$ cat src/hw/rtl/positional_list_insert_remove_defines.svh
// Assertion macros shared by the RTL.
`ifndef POSITIONAL_LIST_INSERT_REMOVE_DEFINES_SVH
`define POSITIONAL_LIST_INSERT_REMOVE_DEFINES_SVH

// Same-cycle implication, held off while in reset.
`define PLI_ASSERT_IMP(label, clk, rst_n, ante, cons) \
	label: assert property (@(posedge clk) disable iff (!rst_n) (ante) |-> (cons)) \
		else $error("assertion failed");

// Next-cycle implication, held off while in reset.
`define PLI_ASSERT_NXT(label, clk, rst_n, ante, cons) \
	label: assert property (@(posedge clk) disable iff (!rst_n) (ante) |=> (cons)) \
		else $error("assertion failed");

`endif

$ cat src/hw/rtl/pli_pkg.sv
package pli_pkg;

	// operation codes
	localparam logic [2:0] OP_INS_FRONT = 3'd0;
	localparam logic [2:0] OP_INS_BACK  = 3'd1;
	localparam logic [2:0] OP_INS_AT    = 3'd2;
	localparam logic [2:0] OP_REM_FRONT = 3'd3;
	localparam logic [2:0] OP_REM_BACK  = 3'd4;
	localparam logic [2:0] OP_REM_AT    = 3'd5;
	localparam logic [2:0] OP_READ_AT   = 3'd6;

	// status codes
	localparam logic [1:0] ST_OK     = 2'd0;
	localparam logic [1:0] ST_EMPTY  = 2'd1;
	localparam logic [1:0] ST_BADPOS = 2'd2;
	localparam logic [1:0] ST_FULL   = 2'd3;

	typedef struct packed {
		logic [2:0]  operation;
		logic [6:0]  position;
		logic [31:0] entry_value;
	} in_beat_t;

	typedef struct packed {
		logic [31:0] result_value;
		logic [1:0]  status;
		logic [6:0]  entry_count;
	} out_beat_t;

endpackage

$ cat src/hw/rtl/pli_ram.sv
module pli_ram #(
	parameter int WIDTH = 32,
	parameter int DEPTH = 64
) (
	input  logic                     clk,
	input  logic                     we,
	input  logic [$clog2(DEPTH)-1:0] waddr,
	input  logic [WIDTH-1:0]         wdata,
	input  logic [$clog2(DEPTH)-1:0] raddr,
	output logic [WIDTH-1:0]         rdata
);

	logic [WIDTH-1:0] mem_q [DEPTH];

	always_ff @(posedge clk) begin
		if (we) begin
			mem_q[waddr] <= wdata;
		end
		rdata <= mem_q[raddr];
	end

endmodule

$ cat src/hw/rtl/positional_list_insert_remove.sv
// Channel | Signals                       | Beat contents
// --------+-------------------------------+------------------------------------------
// in      | in_valid / in_ready / in_data  | operation, position, entry_value
// out     | out_valid / out_ready / out_data | result_value, status, entry_count
//
// One operation at a time: accept, decode, then deliver. Each entry moved by a shift takes
// a RAM read, then a write back one place over, on the single RAM port pair. An insert
// shifts the entries from its position up; a remove shifts the entries above it down.
// A read at a position, a failed operation and an unknown operation move no entries.
// Reset clears the count, the sequencer and the output valid; the entry RAM is never cleared.
// A result waiting on out_ready holds the sequencer in its finish step; no new beat is
// taken while that result waits.
`include "positional_list_insert_remove_defines.svh"

module positional_list_insert_remove
	import pli_pkg::*;
#(
	parameter int CAPACITY = 64
) (
	input  logic      clk,
	input  logic      arst_n,
	input  logic      in_valid,
	output logic      in_ready,
	input  in_beat_t  in_data,
	output logic      out_valid,
	input  logic      out_ready,
	output out_beat_t out_data
);

	// address, count, index and compare widths
	localparam int AW = (CAPACITY > 1) ? $clog2(CAPACITY) : 1;
	localparam int CW = $clog2(CAPACITY + 1);
	localparam int IW = AW + 1;
	localparam int XW = (IW > 7) ? IW : 7;

	typedef enum logic [9:0] {
		S_IDLE     = 10'b0000000001,
		S_DECODE   = 10'b0000000010,
		S_UP_RD    = 10'b0000000100,
		S_UP_WR    = 10'b0000001000,
		S_PUT      = 10'b0000010000,
		S_GET_RD   = 10'b0000100000,
		S_GET_WAIT = 10'b0001000000,
		S_DN_RD    = 10'b0010000000,
		S_DN_WR    = 10'b0100000000,
		S_FINISH   = 10'b1000000000
	} state_t;

	state_t          state_q;
	logic [2:0]      op_q;
	logic [6:0]      pos_q;
	logic [31:0]     val_q;
	logic [CW-1:0]   occ_q;
	logic [AW-1:0]   idx_q;
	logic [AW-1:0]   pos_eff_q;
	logic [31:0]     res_q;
	logic [1:0]      st_q;
	logic            out_valid_q;
	out_beat_t       out_data_q;

	// RAM port signals
	logic            ram_we;
	logic [AW-1:0]   ram_waddr;
	logic [31:0]     ram_wdata;
	logic [AW-1:0]   ram_raddr;
	logic [31:0]     ram_rdata;

	// decode
	logic [XW-1:0]   occ_x;
	logic [XW-1:0]   eff_x;
	logic            is_ins;
	logic            is_rem;
	logic            is_read;
	logic [1:0]      dec_st;

	// shared index unit: one adder, stepping down for the insert shift, up otherwise
	logic            step_dn;
	logic [IW-1:0]   nxt;
	logic [XW-1:0]   nxt_x;
	logic [XW-1:0]   count_x;

	assign step_dn = (state_q == S_UP_RD) || (state_q == S_UP_WR);
	assign nxt     = step_dn ? ({1'b0, idx_q} - IW'(1)) : ({1'b0, idx_q} + IW'(1));
	assign nxt_x   = XW'(nxt);

	assign occ_x   = XW'(occ_q);
	assign count_x = XW'(occ_q);

	always_comb begin
		is_ins  = op_q inside {OP_INS_FRONT, OP_INS_BACK, OP_INS_AT};
		is_rem  = op_q inside {OP_REM_FRONT, OP_REM_BACK, OP_REM_AT};
		is_read = (op_q == OP_READ_AT);
		case (op_q)
			OP_INS_FRONT, OP_REM_FRONT: eff_x = '0;
			OP_INS_BACK:                eff_x = occ_x;
			OP_REM_BACK:                eff_x = occ_x - XW'(1);
			OP_INS_AT, OP_REM_AT, OP_READ_AT: eff_x = XW'(pos_q);
			default:                    eff_x = '0;
		endcase
		dec_st = ST_OK;
		if (is_ins) begin
			// full wins over a bad position
			if (occ_x >= XW'(CAPACITY)) begin
				dec_st = ST_FULL;
			end else if (eff_x > occ_x) begin
				dec_st = ST_BADPOS;
			end
		end else if (is_rem || is_read) begin
			if (occ_q == '0) begin
				dec_st = ST_EMPTY;
			end else if (eff_x >= occ_x) begin
				dec_st = ST_BADPOS;
			end
		end
	end

	// RAM port muxing
	always_comb begin
		ram_we    = (state_q == S_UP_WR) || (state_q == S_PUT) || (state_q == S_DN_WR);
		ram_waddr = (state_q == S_PUT) ? pos_eff_q : idx_q;
		ram_wdata = (state_q == S_PUT) ? val_q : ram_rdata;
		ram_raddr = ((state_q == S_UP_RD) || (state_q == S_DN_RD)) ? nxt[AW-1:0] : pos_eff_q;
	end

	pli_ram #(
		.WIDTH(32),
		.DEPTH(CAPACITY)
	) u_store (
		.clk  (clk),
		.we   (ram_we),
		.waddr(ram_waddr),
		.wdata(ram_wdata),
		.raddr(ram_raddr),
		.rdata(ram_rdata)
	);

	// sequencer
	always_ff @(posedge clk or negedge arst_n) begin
		if (!arst_n) begin
			state_q     <= S_IDLE;
			occ_q       <= '0;
			out_valid_q <= 1'b0;
		end else begin
			// output register: loads from the finish step, empties on a taken beat
			if ((state_q == S_FINISH) && (!out_valid_q || out_ready)) begin
				out_valid_q <= 1'b1;
			end else if (out_valid_q && out_ready) begin
				out_valid_q <= 1'b0;
			end
			case (state_q)
				S_IDLE: begin
					if (in_valid) begin
						state_q <= S_DECODE;
					end
				end
				S_DECODE: begin
					if (dec_st != ST_OK) begin
						state_q <= S_FINISH;
					end else if (is_ins) begin
						state_q <= (eff_x == occ_x) ? S_PUT : S_UP_RD;
					end else if (is_rem || is_read) begin
						state_q <= S_GET_RD;
					end else begin
						state_q <= S_FINISH;
					end
				end
				S_UP_RD: state_q <= S_UP_WR;
				S_UP_WR: begin
					state_q <= (nxt_x == XW'(pos_eff_q)) ? S_PUT : S_UP_RD;
				end
				S_PUT: begin
					occ_q   <= occ_q + CW'(1);
					state_q <= S_FINISH;
				end
				S_GET_RD: state_q <= S_GET_WAIT;
				S_GET_WAIT: begin
					state_q <= is_read ? S_FINISH : S_DN_RD;
				end
				S_DN_RD: begin
					if (nxt_x < occ_x) begin
						state_q <= S_DN_WR;
					end else begin
						occ_q   <= occ_q - CW'(1);
						state_q <= S_FINISH;
					end
				end
				S_DN_WR: state_q <= S_DN_RD;
				S_FINISH: begin
					if (!out_valid_q || out_ready) begin
						state_q <= S_IDLE;
					end
				end
				default: state_q <= S_IDLE;
			endcase
		end
	end

	// datapath registers, no reset needed
	always_ff @(posedge clk) begin
		case (state_q)
			S_IDLE: begin
				if (in_valid) begin
					op_q  <= in_data.operation;
					pos_q <= in_data.position;
					val_q <= in_data.entry_value;
				end
			end
			S_DECODE: begin
				st_q      <= dec_st;
				res_q     <= '0;
				pos_eff_q <= eff_x[AW-1:0];
				idx_q     <= occ_q[AW-1:0];
			end
			S_UP_WR: idx_q <= nxt[AW-1:0];
			S_GET_WAIT: begin
				res_q <= ram_rdata;
				idx_q <= pos_eff_q;
			end
			S_DN_WR: idx_q <= nxt[AW-1:0];
			S_FINISH: begin
				if (!out_valid_q || out_ready) begin
					out_data_q.result_value <= res_q;
					out_data_q.status       <= st_q;
					out_data_q.entry_count  <= count_x[6:0];
				end
			end
			default: ;
		endcase
	end

	assign in_ready  = (state_q == S_IDLE);
	assign out_valid = out_valid_q;
	assign out_data  = out_data_q;

	// count never passes capacity
	`PLI_ASSERT_IMP(a_occ_bound, clk, arst_n, 1'b1, occ_q <= CW'(CAPACITY))
	// count moves only on the final insert write or the end of a remove shift
	`PLI_ASSERT_NXT(a_occ_hold, clk, arst_n,
		(state_q != S_PUT) && (state_q != S_DN_RD), $stable(occ_q))
	// failed operations return no value
	`PLI_ASSERT_IMP(a_fail_zero, clk, arst_n,
		out_valid && (out_data.status != ST_OK), out_data.result_value == '0)
	// no store writes outside an operation
	`PLI_ASSERT_IMP(a_idle_nowr, clk, arst_n, state_q == S_IDLE, !ram_we)
	// full is only reported with the list at capacity
	`PLI_ASSERT_IMP(a_full_cap, clk, arst_n,
		(state_q == S_FINISH) && (st_q == ST_FULL), occ_q == CW'(CAPACITY))

endmodule

$ cat config.mk
export PLATFORM = sky130hd
export DESIGN_NAME = positional_list_insert_remove
export DESIGN_NICKNAME = d
export VERILOG_FILES = /design/src/hw/rtl/pli_pkg.sv /design/src/hw/rtl/pli_ram.sv /design/src/hw/rtl/positional_list_insert_remove.sv
export VERILOG_INCLUDE_DIRS = /design/src /design/src/hw/rtl
export SDC_FILE = /design/constraint.sdc
export NUM_CORES = 2
export LEC_CHECK = 0
export BUFFER_PORTS_ARGS = -buffer_cell sky130_fd_sc_hd__clkbuf_2
export CORE_ASPECT_RATIO = 1.1
export CORE_MARGIN = 2
export CORE_UTILIZATION = 58
export DETAILED_ROUTE_END_ITERATION = 6
export PLACE_DENSITY = 0.74
export SYNTH_ARGS = -nofsm -noshare
export SYNTH_HDL_FRONTEND = slang
export SYNTH_SLANG_ARGS = --single-unit
$ cat constraint.sdc
create_clock -name clk -period 6.09 [get_ports clk]
set_clock_uncertainty 0.05 [all_clocks]
set_input_delay 1.218 -clock clk [delete_from_list [all_inputs] [get_ports clk]]
set_output_delay 1.218 -clock clk [all_outputs]
set_load 0.01 [all_outputs]
==> results by group <==
Outcome
  – Outcome: finished with violations
  – Failing checks: design-rule violations

Floorplan
  – Die area: 0.155 sq mm
  – Core area: 0.150 sq mm
  – Die X-Extent: 376 um
  – Die H: 413 um
  – IO Pins: 89
  – Initial cell density of the core: 58.6%
  – Core Rows: 149

Placement
  – DPL Wire Length: 138000 um
  – Placed Instances: 8556
  – Pre-CTS setup slack: 0.655 ns
  – PortBufs: 88
  – Routability cong.: 0.885
  – Post-placement cell area: 0.0925 sq mm

Timing
  – Slew HR: 5.86%
  – Final WS setup: 0.593 ns
  – Post-layout min period: 5.50 ns
  – Final count of negative-setup-slack endpoints: 0
  – Setup TNS: 0 ns
  – F_max: 0.182 GHz
  – Final hold vios: 0
  – Slew @ Worst Pin: 1.41 ns
  – Fin crit share: 90.3%
  – Unrepaired setup endpoints after global routing: no
  – Max Slew Vio Count: 0

Synthesis
  – Register area share after synthesis: 75.5%
  – Most instantiated library cell after synthesis: edfxtp_1
  – Syn Area/Cell: 13.2 sq um
  – Synth area leaders: edfxtp_1 (74%), nand2_1 (8.3%), nand3_1 (7.3%)
  – Post-Synthesis Cells: 6669
  – Yosys top cell by area: edfxtp_1
  – Post-synth cell types: 68
  – Post-synthesis net count: 6737
  – Yosys top cell area share: 74.2%
  – Ys flop type: edfxtp_1
  – Ys async rst share: 0.808%
  – Cell Area, Synth: 0.0881 sq mm
  – Synth cell count leaders: edfxtp_1 (2177), nand2_1 (1947), nand3_1 (1292)
  – Yosys warning count: 0
  – Synthesized flop and latch total: 2227
  – Post-synth EDFFs: 2177

Critical path
  – Worst-path maximum fanout: 35
  – Reg-to-Reg End: u_store.rdata[5]$_DFF_P_
  – CP bufs+invs: 4
  – Crit-path max cell delay: 0.80 ns
  – Required time of the worst setup path: 6.83 ns
  – CP max-delay cell: nor2_4
  – Crit-path cells: or4_4, or2_2, nor3_1, buf_4, ha_1, a21o_1, a21oi_1, xnor2_1, inv_1, a21boi_2, nor2_4, buf_12, buf_4, nand3_1, a41oi_1, or4_1
  – Critical Path Source Type: flop
  – Most used cell, CP: buf_4
  – CP Class: reg -> reg
  – Delay-heaviest family, CP: simple AND/OR/NAND/NOR gates
  – Critical Path AT: 6.24 ns
  – Crit path launch: state_q[5]$_DFFE_PN0P_
  – Critical Path End Type: flop
  – Worst R2R Path Depth: 16
  – Reg2Reg Setup Slack: 0.59 ns
  – Crit Reg-Reg Startpoint: state_q[5]$_DFFE_PN0P_

Routing
  – Via/cell ratio: 6.42
  – DRT iter0 DRCs: 9090
  – Antenna Nets Post-Route: 0
  – Via count: 57400
  – DR DRC count: 2
  – Post-DR wirelength/cell: 27.3 um
  – DR pass1 iterations: 7
  – Routed wire length: 244000 um

Clock tree
  – CTS buffer count: 201
  – Post-CTS repair timing setup buffer count: 0
  – Reg clk slew, reported paths: 0.07 ns
  – CTS root buffer: clkbuf_16
  – Clock tree buffer depth: 3
  – Hold_buf cts: 0
  – Worst skew pair latency: 0.85 ns
  – CTS tree: done
  – Post-CTS sizing: 0
  – H-tree level count: 4
  – Clock sinks: 2227

Power
  – Max IR drop VDD: 0.332 mV
  – Total Power: 40.3 mW
  – Lkg Pwr: 34.3 nW
  – Power Dens Cells: 407 mW/mm^2

Layout
  – Finished layout cell area: 0.0990 sq mm
  – Layout area overhead: 12.5%
  – Final Non-Filler Cells: 8935
  – Layout net count: 6865
  – Layout cell share with drive strength beyond 1: 10.7%

Global route
  – Gr usage total: 31.1%
  – Vias in the first global route: 54700
  – Largest net degree at the start of global routing: 132
  – Initial antenna violation count: 11
  – Aggregate global routing overflow: 0
  – First-pass GRT wire length: 355000 um

Flow run
  – Max_cap viols: 0

Worst hold path
  – Hold crit path type: in -> async
[how the worst max path moves through the flow]
| stage | to | slack (ns) | cells after the start |
|---|---|---|---|
| after global routing | u_store.rdata[31]$_DFF_P_ | 0.35 | 16 |
| after detailed placement | u_store.rdata[3]$_DFF_P_ | 0.66 | 15 |
| after global placement | u_store.rdata[0]$_DFF_P_ | 0.58 | 15 |
| after floorplan | count_x[4]$_DFFE_PN0P_ | 1.40 | 15 |
| final | u_store.rdata[5]$_DFF_P_ | 0.59 | 16 |
| after CTS | u_store.rdata[3]$_DFF_P_ | 0.62 | 15 |
[cell usage in the layout (no fill, tap or decap), drive strengths merged, types with 37 or more instances in the layout]
master,instances
nor2,93
edfxtp,2177
nand3,1292
a21oi,77
or4,37
buf,242
clkinv,84
clkbuf,361
a41oi,96
nand2,1948
mux2i,199
[registers in the layout (all words and copies together) (netlist names)]
register       flops
pos_eff_q          6
res_q             32
op_q               3
val_q             32
out_valid          1
u_store.mem_q   2048
state_q           10
idx_q              6
out_data          41
pos_q              7
st_q               2
u_store.rdata     32
count_x            7
[layer usage]
| metal | GRT usage, % | share of wire (%) | wire, um |
|---|---|---|---|
| met4 | 12.9 | 4.2 | 10200 |
| met5 | 0 | 0.097 | 237 |
| met1 | 42.7 | 36 | 88700 |
| met3 | 7.13 | 13 | 32200 |
| met2 | 48.6 | 46 | 112000 |
[kinds of logic after synthesis]
family | Yosys count | share of synthesized area (%)
AOI/OAI and AO/OA | 277 | 2.21
buffers and inverters | 425 | 2.20
adders and majority gates | 23 | 0.332
DFF | 2227 | 75.5
xor gates and xnor gates | 17 | 0.169
and+or+nand+nor | 3498 | 17.3
muxes | 202 | 2.30
[power by group]
part	switching [mW]	internal (mW)	leakage [nW]	total [mW]
registers	0.383	19.3	20.2	19.6
logic	6.28	1.88	10.9	8.16
clock network	5.44	7.02	3.19	12.5
total	12.1	28.2	34.3	40.3
[final cells by class]
cell class                      instances  area (sq um)
Antenna cell                            5          12.5
Clock inverter                        101           873
Clock buffer                          272          5610
Tap cell                             1963          2460
Fill cell                           10200         51200
Sequential cell                      2227         66500
Inverter                               19          71.3
Timing Repair Buffer                  331          3210
Multi-Input combinational cell       4017         20300
[metrics by stage]
step	hold WS, ns	utilization (%)
after detailed placement	0.355	61.6
after global placement	0.351	61.6
after floorplan	0.350	-
final	0.276	65.9
after CTS	0.238	65.9
after global routing	0.295	65.9
Note: power is estimated with default switching activity, not from simulation.
